**src/hw/rtl/w16alu_pkg.sv**
```systemverilog
// Package for the 16-bit ALU with excess register.
// Holds the opcode and state enums, the channel payload structs and the divider interface.
// No dependencies.
`timescale 1ns / 1ps

package w16alu_pkg;

    localparam int WORD_W = 16;
    localparam int DBL_W  = 2 * WORD_W;
    localparam logic [WORD_W-1:0] EX_BORROW = 16'hFFFF;

    typedef enum logic [4:0] {
        OP_SET = 5'd0,
        OP_ADD = 5'd1,
        OP_SUB = 5'd2,
        OP_MUL = 5'd3,
        OP_MLI = 5'd4,
        OP_DIV = 5'd5,
        OP_DVI = 5'd6,
        OP_MOD = 5'd7,
        OP_MDI = 5'd8,
        OP_AND = 5'd9,
        OP_BOR = 5'd10,
        OP_XOR = 5'd11,
        OP_SHR = 5'd12,
        OP_ASR = 5'd13,
        OP_SHL = 5'd14,
        OP_IFB = 5'd15,
        OP_IFC = 5'd16,
        OP_IFE = 5'd17,
        OP_IFN = 5'd18,
        OP_IFG = 5'd19,
        OP_IFA = 5'd20,
        OP_IFL = 5'd21,
        OP_IFU = 5'd22,
        OP_ADX = 5'd23,
        OP_SBX = 5'd24,
        OP_LEX = 5'd25
    } op_e;

    typedef enum logic [2:0] {
        ST_IDLE,
        ST_CALC,
        ST_MUL,
        ST_DIV,
        ST_OUT
    } state_e;

    typedef struct packed {
        logic [4:0]        op;
        logic [WORD_W-1:0] b_value;
        logic [WORD_W-1:0] a_value;
    } in_t;

    typedef struct packed {
        logic [WORD_W-1:0] result;
        logic              writes_result;
        logic              skip_next;
        logic [WORD_W-1:0] excess_out;
    } out_t;

    typedef struct packed {
        logic              start;
        logic              long_run;
        logic [WORD_W-1:0] dividend;
        logic [WORD_W-1:0] divisor;
    } div_req_t;

    typedef struct packed {
        logic              done;
        logic [DBL_W-1:0]  quot;
        logic [WORD_W-1:0] rem;
    } div_rsp_t;

endpackage

```
**src/hw/rtl/w16alu_div.sv**
```systemverilog
// Iterative restoring divider, two quotient bits per cycle.
// Divides {dividend, 16'b0} by divisor; a long run yields 32 quotient bits, a short run 16.
// Depends on w16alu_pkg.
`timescale 1ns / 1ps

module w16alu_div (
    input  logic                aclk,
    input  logic                aresetn,
    input  w16alu_pkg::div_req_t req,
    output w16alu_pkg::div_rsp_t rsp
);
    import w16alu_pkg::*;

    localparam int CNT_W = $clog2(WORD_W);

    logic              busy_reg, busy_next;
    logic              done_reg, done_next;
    logic [CNT_W-1:0]  cnt_reg, cnt_next;
    logic [WORD_W-1:0] rem_reg, rem_next;
    logic [DBL_W-1:0]  shift_reg, shift_next;
    logic [WORD_W-1:0] dvs_reg, dvs_next;
    logic [WORD_W:0]   step1, step2;

    function automatic logic [WORD_W:0] div_step(input logic [WORD_W-1:0] r,
                                                 input logic din,
                                                 input logic [WORD_W-1:0] d);
        logic [WORD_W:0] trial;
        trial = {r, din} - {1'b0, d};
        if (!trial[WORD_W]) begin
            div_step = {1'b1, trial[WORD_W-1:0]};
        end else begin
            div_step = {1'b0, r[WORD_W-2:0], din};
        end
    endfunction

    always_comb begin
        step1 = div_step(rem_reg, shift_reg[DBL_W-1], dvs_reg);
        step2 = div_step(step1[WORD_W-1:0], shift_reg[DBL_W-2], dvs_reg);
    end

    always_comb begin
        busy_next  = busy_reg;
        done_next  = 1'b0;
        cnt_next   = cnt_reg;
        rem_next   = rem_reg;
        shift_next = shift_reg;
        dvs_next   = dvs_reg;
        if (req.start) begin
            busy_next  = 1'b1;
            cnt_next   = req.long_run ? CNT_W'(WORD_W - 1) : CNT_W'(WORD_W / 2 - 1);
            rem_next   = '0;
            shift_next = {req.dividend, {WORD_W{1'b0}}};
            dvs_next   = req.divisor;
        end else if (busy_reg) begin
            rem_next   = step2[WORD_W-1:0];
            shift_next = {shift_reg[DBL_W-3:0], step1[WORD_W], step2[WORD_W]};
            cnt_next   = cnt_reg - 1'b1;
            if (cnt_reg == '0) begin
                busy_next = 1'b0;
                done_next = 1'b1;
            end
        end
    end

    always_ff @(posedge aclk) begin
        if (!aresetn) begin
            busy_reg <= 1'b0;
            done_reg <= 1'b0;
        end else begin
            busy_reg <= busy_next;
            done_reg <= done_next;
        end
    end

    always_ff @(posedge aclk) begin
        cnt_reg   <= cnt_next;
        rem_reg   <= rem_next;
        shift_reg <= shift_next;
        dvs_reg   <= dvs_next;
    end

    assign rsp.done = done_reg;
    assign rsp.quot = shift_reg;
    assign rsp.rem  = rem_reg;

endmodule

```
**src/hw/rtl/word16_alu_with_excess_register_top.sv**
```systemverilog
// Top level of the 16-bit ALU with excess register EX.
// Holds the sequencer, operand and result registers, the multiplier and the result logic.
// Depends on w16alu_pkg and w16alu_div.
//
//   Channel   Ports                        Direction   Carries
//   input     s_valid, s_ready, s_data     in          op, b_value, a_value
//   result    m_valid, m_ready, m_data     out         result, writes_result, skip_next, excess_out
//
// One item is in flight at a time; s_ready is high only while the block is empty.
// After an input transfer the sequencer passes CALC, then MUL for MUL and MLI or DIV for DIV,
// DVI, MOD and MDI with a nonzero divisor, then OUT; all other ops go from CALC to OUT.
// The division ops use the shared divider, which retires two quotient bits a cycle.
// A result waits in the output register while m_ready is low.
// Reset clears EX to zero and returns the sequencer to idle.
`timescale 1ns / 1ps

module word16_alu_with_excess_register_top (
    input  logic             aclk,
    input  logic             aresetn,
    input  logic             s_valid,
    output logic             s_ready,
    input  w16alu_pkg::in_t  s_data,
    output logic             m_valid,
    input  logic             m_ready,
    output w16alu_pkg::out_t m_data
);
    import w16alu_pkg::*;

    state_e            state_reg, state_next;
    logic [4:0]        op_reg;
    logic [WORD_W-1:0] b_reg, a_reg;
    logic [WORD_W-1:0] ex_reg, ex_next;
    logic [DBL_W-1:0]  prod_reg;
    out_t              out_reg, out_next;
    logic              m_valid_reg, m_valid_next;

    logic              capture, load_out, is_mul, is_div, a_zero;
    logic              neg_q, neg_r;
    logic [WORD_W-1:0] mag_b, mag_a;
    div_req_t          div_req;
    div_rsp_t          div_rsp;

    logic signed [WORD_W:0]    mul_x, mul_y;
    logic signed [DBL_W+1:0]   prod_c;
    logic [WORD_W:0]           sum17;
    logic [WORD_W+1:0]         sum18, dif18;
    logic                      shift_big;
    logic [DBL_W-1:0]          shr_c, shl_c;
    logic signed [DBL_W-1:0]   asr_src, asr_c;
    logic [WORD_W-1:0]         q_hi_neg, q_lo_neg;
    logic [WORD_W-1:0]         res_c;
    logic                      wr_c, skip_c, cond_c, test_c;

    w16alu_div u_div (
        .aclk    (aclk),
        .aresetn (aresetn),
        .req     (div_req),
        .rsp     (div_rsp)
    );

    assign is_mul = (op_reg == OP_MUL) || (op_reg == OP_MLI);
    assign is_div = (op_reg == OP_DIV) || (op_reg == OP_DVI) ||
                    (op_reg == OP_MOD) || (op_reg == OP_MDI);
    assign a_zero = (a_reg == '0);

    assign neg_q = (op_reg == OP_DVI) && (b_reg[WORD_W-1] ^ a_reg[WORD_W-1]);
    assign neg_r = (op_reg == OP_MDI) && b_reg[WORD_W-1];
    assign mag_b = (((op_reg == OP_DVI) || (op_reg == OP_MDI)) && b_reg[WORD_W-1]) ?
                   (~b_reg + 1'b1) : b_reg;
    assign mag_a = (((op_reg == OP_DVI) || (op_reg == OP_MDI)) && a_reg[WORD_W-1]) ?
                   (~a_reg + 1'b1) : a_reg;

    always_comb begin
        state_next = state_reg;
        unique case (state_reg)
            ST_IDLE: if (s_valid) state_next = ST_CALC;
            ST_CALC: begin
                if (is_mul) begin
                    state_next = ST_MUL;
                end else if (is_div && !a_zero) begin
                    state_next = ST_DIV;
                end else begin
                    state_next = ST_OUT;
                end
            end
            ST_MUL:  state_next = ST_OUT;
            ST_DIV:  if (div_rsp.done) state_next = ST_OUT;
            ST_OUT:  if (m_ready) state_next = ST_IDLE;
            default: state_next = ST_IDLE;
        endcase
    end

    always_comb begin
        s_ready          = 1'b0;
        load_out         = 1'b0;
        div_req.start    = 1'b0;
        div_req.long_run = (op_reg == OP_DIV) || (op_reg == OP_DVI);
        div_req.dividend = mag_b;
        div_req.divisor  = mag_a;
        unique case (state_reg)
            ST_IDLE: s_ready = 1'b1;
            ST_CALC: begin
                div_req.start = is_div && !a_zero;
                load_out      = !is_mul && !(is_div && !a_zero);
            end
            ST_MUL:  load_out = 1'b1;
            ST_DIV:  load_out = div_rsp.done;
            ST_OUT:  s_ready = 1'b0;
            default: s_ready = 1'b0;
        endcase
    end

    assign capture = s_valid && s_ready;

    always_comb begin
        mul_x  = {(op_reg == OP_MLI) && b_reg[WORD_W-1], b_reg};
        mul_y  = {(op_reg == OP_MLI) && a_reg[WORD_W-1], a_reg};
        prod_c = mul_x * mul_y;
    end

    always_comb begin
        sum17     = {1'b0, b_reg} + {1'b0, a_reg};
        sum18     = {2'b00, b_reg} + {2'b00, a_reg} + {2'b00, ex_reg};
        dif18     = {2'b00, b_reg} - {2'b00, a_reg} + {2'b00, ex_reg};
        shift_big = |a_reg[WORD_W-1:5];
        shr_c     = shift_big ? '0 : ({b_reg, {WORD_W{1'b0}}} >> a_reg[4:0]);
        shl_c     = shift_big ? '0 : ({{WORD_W{1'b0}}, b_reg} << a_reg[4:0]);
        asr_src   = {b_reg, {WORD_W{1'b0}}};
        asr_c     = shift_big ? $signed({DBL_W{b_reg[WORD_W-1]}}) :
                                (asr_src >>> a_reg[4:0]);
        q_hi_neg  = ~div_rsp.quot[DBL_W-1:WORD_W] + 1'b1;
        q_lo_neg  = ~div_rsp.quot[WORD_W-1:0] + 1'b1;
    end

    always_comb begin
        res_c   = b_reg;
        wr_c    = 1'b1;
        cond_c  = 1'b1;
        test_c  = 1'b0;
        ex_next = ex_reg;
        unique case (op_reg)
            OP_SET: res_c = a_reg;
            OP_ADD: begin
                res_c   = sum17[WORD_W-1:0];
                ex_next = {{(WORD_W-1){1'b0}}, sum17[WORD_W]};
            end
            OP_SUB: begin
                res_c   = b_reg - a_reg;
                ex_next = (b_reg < a_reg) ? EX_BORROW : '0;
            end
            OP_MUL, OP_MLI: begin
                res_c   = prod_reg[WORD_W-1:0];
                ex_next = prod_reg[DBL_W-1:WORD_W];
            end
            OP_DIV: begin
                res_c   = a_zero ? '0 : div_rsp.quot[DBL_W-1:WORD_W];
                ex_next = a_zero ? '0 : div_rsp.quot[WORD_W-1:0];
            end
            OP_DVI: begin
                if (a_zero) begin
                    res_c   = '0;
                    ex_next = '0;
                end else begin
                    res_c   = neg_q ? q_hi_neg : div_rsp.quot[DBL_W-1:WORD_W];
                    ex_next = neg_q ? q_lo_neg : div_rsp.quot[WORD_W-1:0];
                end
            end
            OP_MOD: res_c = a_zero ? '0 : div_rsp.rem;
            OP_MDI: res_c = a_zero ? '0 : (neg_r ? (~div_rsp.rem + 1'b1) : div_rsp.rem);
            OP_AND: res_c = b_reg & a_reg;
            OP_BOR: res_c = b_reg | a_reg;
            OP_XOR: res_c = b_reg ^ a_reg;
            OP_SHR: begin
                res_c   = shr_c[DBL_W-1:WORD_W];
                ex_next = shr_c[WORD_W-1:0];
            end
            OP_ASR: begin
                res_c   = asr_c[DBL_W-1:WORD_W];
                ex_next = asr_c[WORD_W-1:0];
            end
            OP_SHL: begin
                res_c   = shl_c[WORD_W-1:0];
                ex_next = shl_c[DBL_W-1:WORD_W];
            end
            OP_IFB: begin test_c = 1'b1; cond_c = |(b_reg & a_reg); end
            OP_IFC: begin test_c = 1'b1; cond_c = ~|(b_reg & a_reg); end
            OP_IFE: begin test_c = 1'b1; cond_c = (b_reg == a_reg); end
            OP_IFN: begin test_c = 1'b1; cond_c = (b_reg != a_reg); end
            OP_IFG: begin test_c = 1'b1; cond_c = (b_reg > a_reg); end
            OP_IFA: begin test_c = 1'b1; cond_c = ($signed(b_reg) > $signed(a_reg)); end
            OP_IFL: begin test_c = 1'b1; cond_c = (b_reg < a_reg); end
            OP_IFU: begin test_c = 1'b1; cond_c = ($signed(b_reg) < $signed(a_reg)); end
            OP_ADX: begin
                res_c   = sum18[WORD_W-1:0];
                ex_next = {{(WORD_W-1){1'b0}}, |sum18[WORD_W+1:WORD_W]};
            end
            OP_SBX: begin
                res_c = dif18[WORD_W-1:0];
                if (dif18[WORD_W+1]) begin
                    ex_next = EX_BORROW;
                end else begin
                    ex_next = {{(WORD_W-1){1'b0}}, dif18[WORD_W]};
                end
            end
            OP_LEX: begin
                wr_c    = 1'b0;
                ex_next = a_reg;
            end
            default: wr_c = 1'b0;
        endcase
        if (test_c) begin
            wr_c = 1'b0;
        end
        skip_c = test_c && !cond_c;
        if (!wr_c) begin
            res_c = b_reg;
        end
    end

    always_comb begin
        out_next.result        = res_c;
        out_next.writes_result = wr_c;
        out_next.skip_next     = skip_c;
        out_next.excess_out    = ex_next;
        m_valid_next = m_valid_reg;
        if (load_out) begin
            m_valid_next = 1'b1;
        end else if (m_ready) begin
            m_valid_next = 1'b0;
        end
    end

    always_ff @(posedge aclk) begin
        if (!aresetn) begin
            state_reg   <= ST_IDLE;
            ex_reg      <= '0;
            m_valid_reg <= 1'b0;
        end else begin
            state_reg   <= state_next;
            m_valid_reg <= m_valid_next;
            if (load_out) begin
                ex_reg <= ex_next;
            end
        end
    end

    always_ff @(posedge aclk) begin
        if (capture) begin
            op_reg <= s_data.op;
            b_reg  <= s_data.b_value;
            a_reg  <= s_data.a_value;
        end
        if (state_reg == ST_CALC) begin
            prod_reg <= prod_c[DBL_W-1:0];
        end
        if (load_out) begin
            out_reg <= out_next;
        end
    end

    assign m_valid = m_valid_reg;
    assign m_data  = out_reg;

endmodule

```
**config.mk**
```make
export PLATFORM = sky130hd
export DESIGN_NAME = word16_alu_with_excess_register_top
export DESIGN_NICKNAME = d
export VERILOG_FILES = /design/src/hw/rtl/w16alu_pkg.sv /design/src/hw/rtl/w16alu_div.sv /design/src/hw/rtl/word16_alu_with_excess_register_top.sv
export SDC_FILE = /design/constraint.sdc
export NUM_CORES = 2
export LEC_CHECK = 0
export BUFFER_PORTS_ARGS = -buffer_cell sky130_fd_sc_hd__buf_2
export CORE_MARGIN = 3
export CORE_UTILIZATION = 40
export CTS_BUF_LIST = sky130_fd_sc_hd__clkbuf_4 sky130_fd_sc_hd__clkbuf_8 sky130_fd_sc_hd__clkbuf_16
export CTS_CLUSTER_SIZE = 40
export DETAILED_ROUTE_END_ITERATION = 8
export HOLD_SLACK_MARGIN = 0.08
export PLACE_DENSITY = 0.64
export SLEW_MARGIN = 20
export SYNTH_ARGS = -nofsm -noshare
export SYNTH_HDL_FRONTEND = slang
export SYNTH_SLANG_ARGS = --single-unit
```
**constraint.sdc**
```tcl
create_clock -name aclk -period 22.4 [get_ports aclk]
set_clock_uncertainty 0.1 [all_clocks]
set_input_delay 2.24 -clock aclk [delete_from_list [all_inputs] [get_ports aclk]]
set_output_delay 2.24 -clock aclk [all_outputs]
set_load 0.02 [all_outputs]
```
==> metrics.cfg <==
[yosys]
synth-seq-cells=193
synth_nets=3850
synth_area_leaders=fa_1, edfxtp_1, ha_1
ys.flop_type=edfxtp_1
async_reset_ff_share_pct=0
ys_seq_area_share_pct=18.67
synth_edf_count=139
synth_top_cell_by_area=fa_1
ys_types=98
avgSynthCellArea_sq_um=8.519
synth.most_common_cell=inv_1
ys_top_cells_by_count=inv_1, nor2_1, nand2_1
synth_area_sq_um=28150
yosysTopAreaCellShare_pct=21.69
syn-instance-count=3304
ys_warn_count=0

[power]
p_clk_share_pct=8.0
swShare_pct=51.68
internal_power_mw=2.130
ir_drop_uv=226.2
powerDensity_nw_per_um2=145.7
seqPwrFrac_pct=15.4
p_comb_share_pct=76.7
p_sw_mw=2.278
p_leak_nw=12.96

[timing]
fmax_mhz=124.6
fin_crit_ps=8023
worst_slack_ps=14380
relSlewSlack_pct=21.93
fin_setup_tns_ps=0
tightest_slew_ps=1156
maxSlewViolCount=0
setup_viol=0
rsz0062_at_grt=false
fin_crit_sh_pct=35.82
hold_viol_final=0

[finish]
multi_input_area_sq_um=20690
nets=3840
layout-drive-gt1-share_pct=7.923
fillerInstances=6939
seq_area_sq_um=5256
largest_reg_flops=34
syn_to_final_growth_pct=7.504

[setup_path]
worstPathCellList=nor2b_1 > nand2_1 > nor2_1 > nand2_1 > fa_1 > fa_1 > inv_1 > fa_1 > fa_1 > fa_1 > fa_1 > ha_1 > and3_1 > a221o_1 > nand2_1 > o21ai_1 > o41ai_1 > o211ai_1
required_ps=22550
slowest_delay_ps=810
cp.arrival_ps=8180
cp_max_fo=22
r2r_end=prod_reg[31]
start_kind=flop
worstSetupPathDepth=18
path_class=flop to flop
path_delay_family=adder cells
cp-end-kind=flop
path_buf_inv=1
r2r-start=op_reg[2]
rrSetupSlack_ps=14380
worstRegToRegCells=18
crit_top_cell=fa_1
slowest_stage=edfxtp_1

[die]
die_area_sq_um=73580
die_x_um=271.3
rows=96
die_h_um=271.3
initial_core_util_pct=40.68
coreArea_sq_um=69190
io-pin-count=77

[clocking]
numCtsBuffers=17
clock_latency_ps=530
cts_root_buf=clkbuf_16
cts_resized=0
clkSinkCount=193
clockBufferDepth=2
htree_levels=4
cts_setup_buffers=0
clk_pin_slew_ps=90
cts_hold_buf=0
cts_tree=yes

[place]
pre_cts_ws_ps=14530
place_hpwl_mm=90.12
place_congestion=1.048
port_buffers=76

[grt]
grt_antenna_before_repair=5
grt_max_degree=62
grt_overflow=0
grt_pass1_vias=25218
grt_util_all_layers_pct=32.02
grt_pass1_wl_mm=173.5

[route]
dr.pass1.iters=9
met2_length_mm=49.19
ant_nets=0
vias=26069
drc=0
top_layer=met5
met3_wirelength_mm=14.10
dr.first_iter.drc_count=2816
via_per_inst=6.148
wire_per_inst_um=27.85
drt-met1-wl_mm=46.85
routed_wl_mm=118.1

[hold_path]
hp-start=m_valid
whs_endpoint=m_valid
whs_path_depth=2
min_path_type=flop to flop

[job]
cap_violations=0

[status]
status=complete, no violations

stage by stage:
stage / instance area [sq um] / hold WS [ps] / util, % / instances / power (mW)
floorplan: 28150 / 379.4 / - / 3304 / 3.125
global placement: 29600 / 377.5 / 42.79 / 4206 / 3.989
detailed placement: 29610 / 412.6 / 42.80 / 4206 / 4.003
CTS: 30250 / 431.2 / 43.72 / 4238 / 4.393
global route: 30250 / 451.0 / 43.73 / 4238 / 4.853
finish: 30260 / 429.2 / 43.73 / 4240 / 4.407
metal layers:
metal  vias to the layer above  GRT usage, %
li1                      11317             -
met1                     12730         43.13
met2                      1659         46.58
met3                       361         8.361
met4                         2         18.17
met5                         -             0
power groups by stage:
stage	clock, mW	sequential [mW]	combinational [mW]
floorplan	0	0.620	2.51
global placement	0	0.677	3.31
detailed placement	0	0.676	3.33
CTS	0.357	0.668	3.37
global route	0.369	0.678	3.81
finish	0.351	0.678	3.38
cell type report:
cell class                 count  area share [%]
antenna                        2         0.01654
clock buffer                  17           1.406
clock inverter                15          0.6947
inverter                     413           5.123
multi-input combinational   2517           68.39
sequential                   193           17.37
tap                          931           3.850
timing repair buffer         152           3.143
logic make-up after synthesis:
group	Yosys count	synth area share, %
buf+inv	594	7.988
flops	193	18.67
simple gates	1016	15.93
fa+ha+maj	505	30.58
compound gates	755	17.77
mux	94	4.419
xor+xnor	147	4.641
how the worst max path moves through the flow:
stage	startpoint	endpoint
4_1_cts	op_reg[4]	prod_reg[31]
6_report	op_reg[2]	prod_reg[31]
3_3_place_gp	op_reg[4]	prod_reg[31]
2_1_floorplan	a_reg[2]	prod_reg[31]
5_1_grt	op_reg[2]	prod_reg[31]
3_5_place_dp	op_reg[4]	prod_reg[31]
tightest hold or removal path: stages (launching register included):
cell and delay, ps:
dfxtp_1 350, a21oi_1 60, nor2_1 80
cells in the final DEF, fill, tap and decap left out, types with 105 or more instances in the layout:
| master | n |
|---|---|
| a21oi_1 | 170 |
| edfxtp_1 | 139 |
| fa_1 | 305 |
| ha_1 | 200 |
| inv_1 | 400 |
| nand2_1 | 319 |
| nor2_1 | 387 |
| o21ai_0 | 153 |
| xnor2_1 | 105 |
No activity file was read; power rests on OpenSTA's default activity.
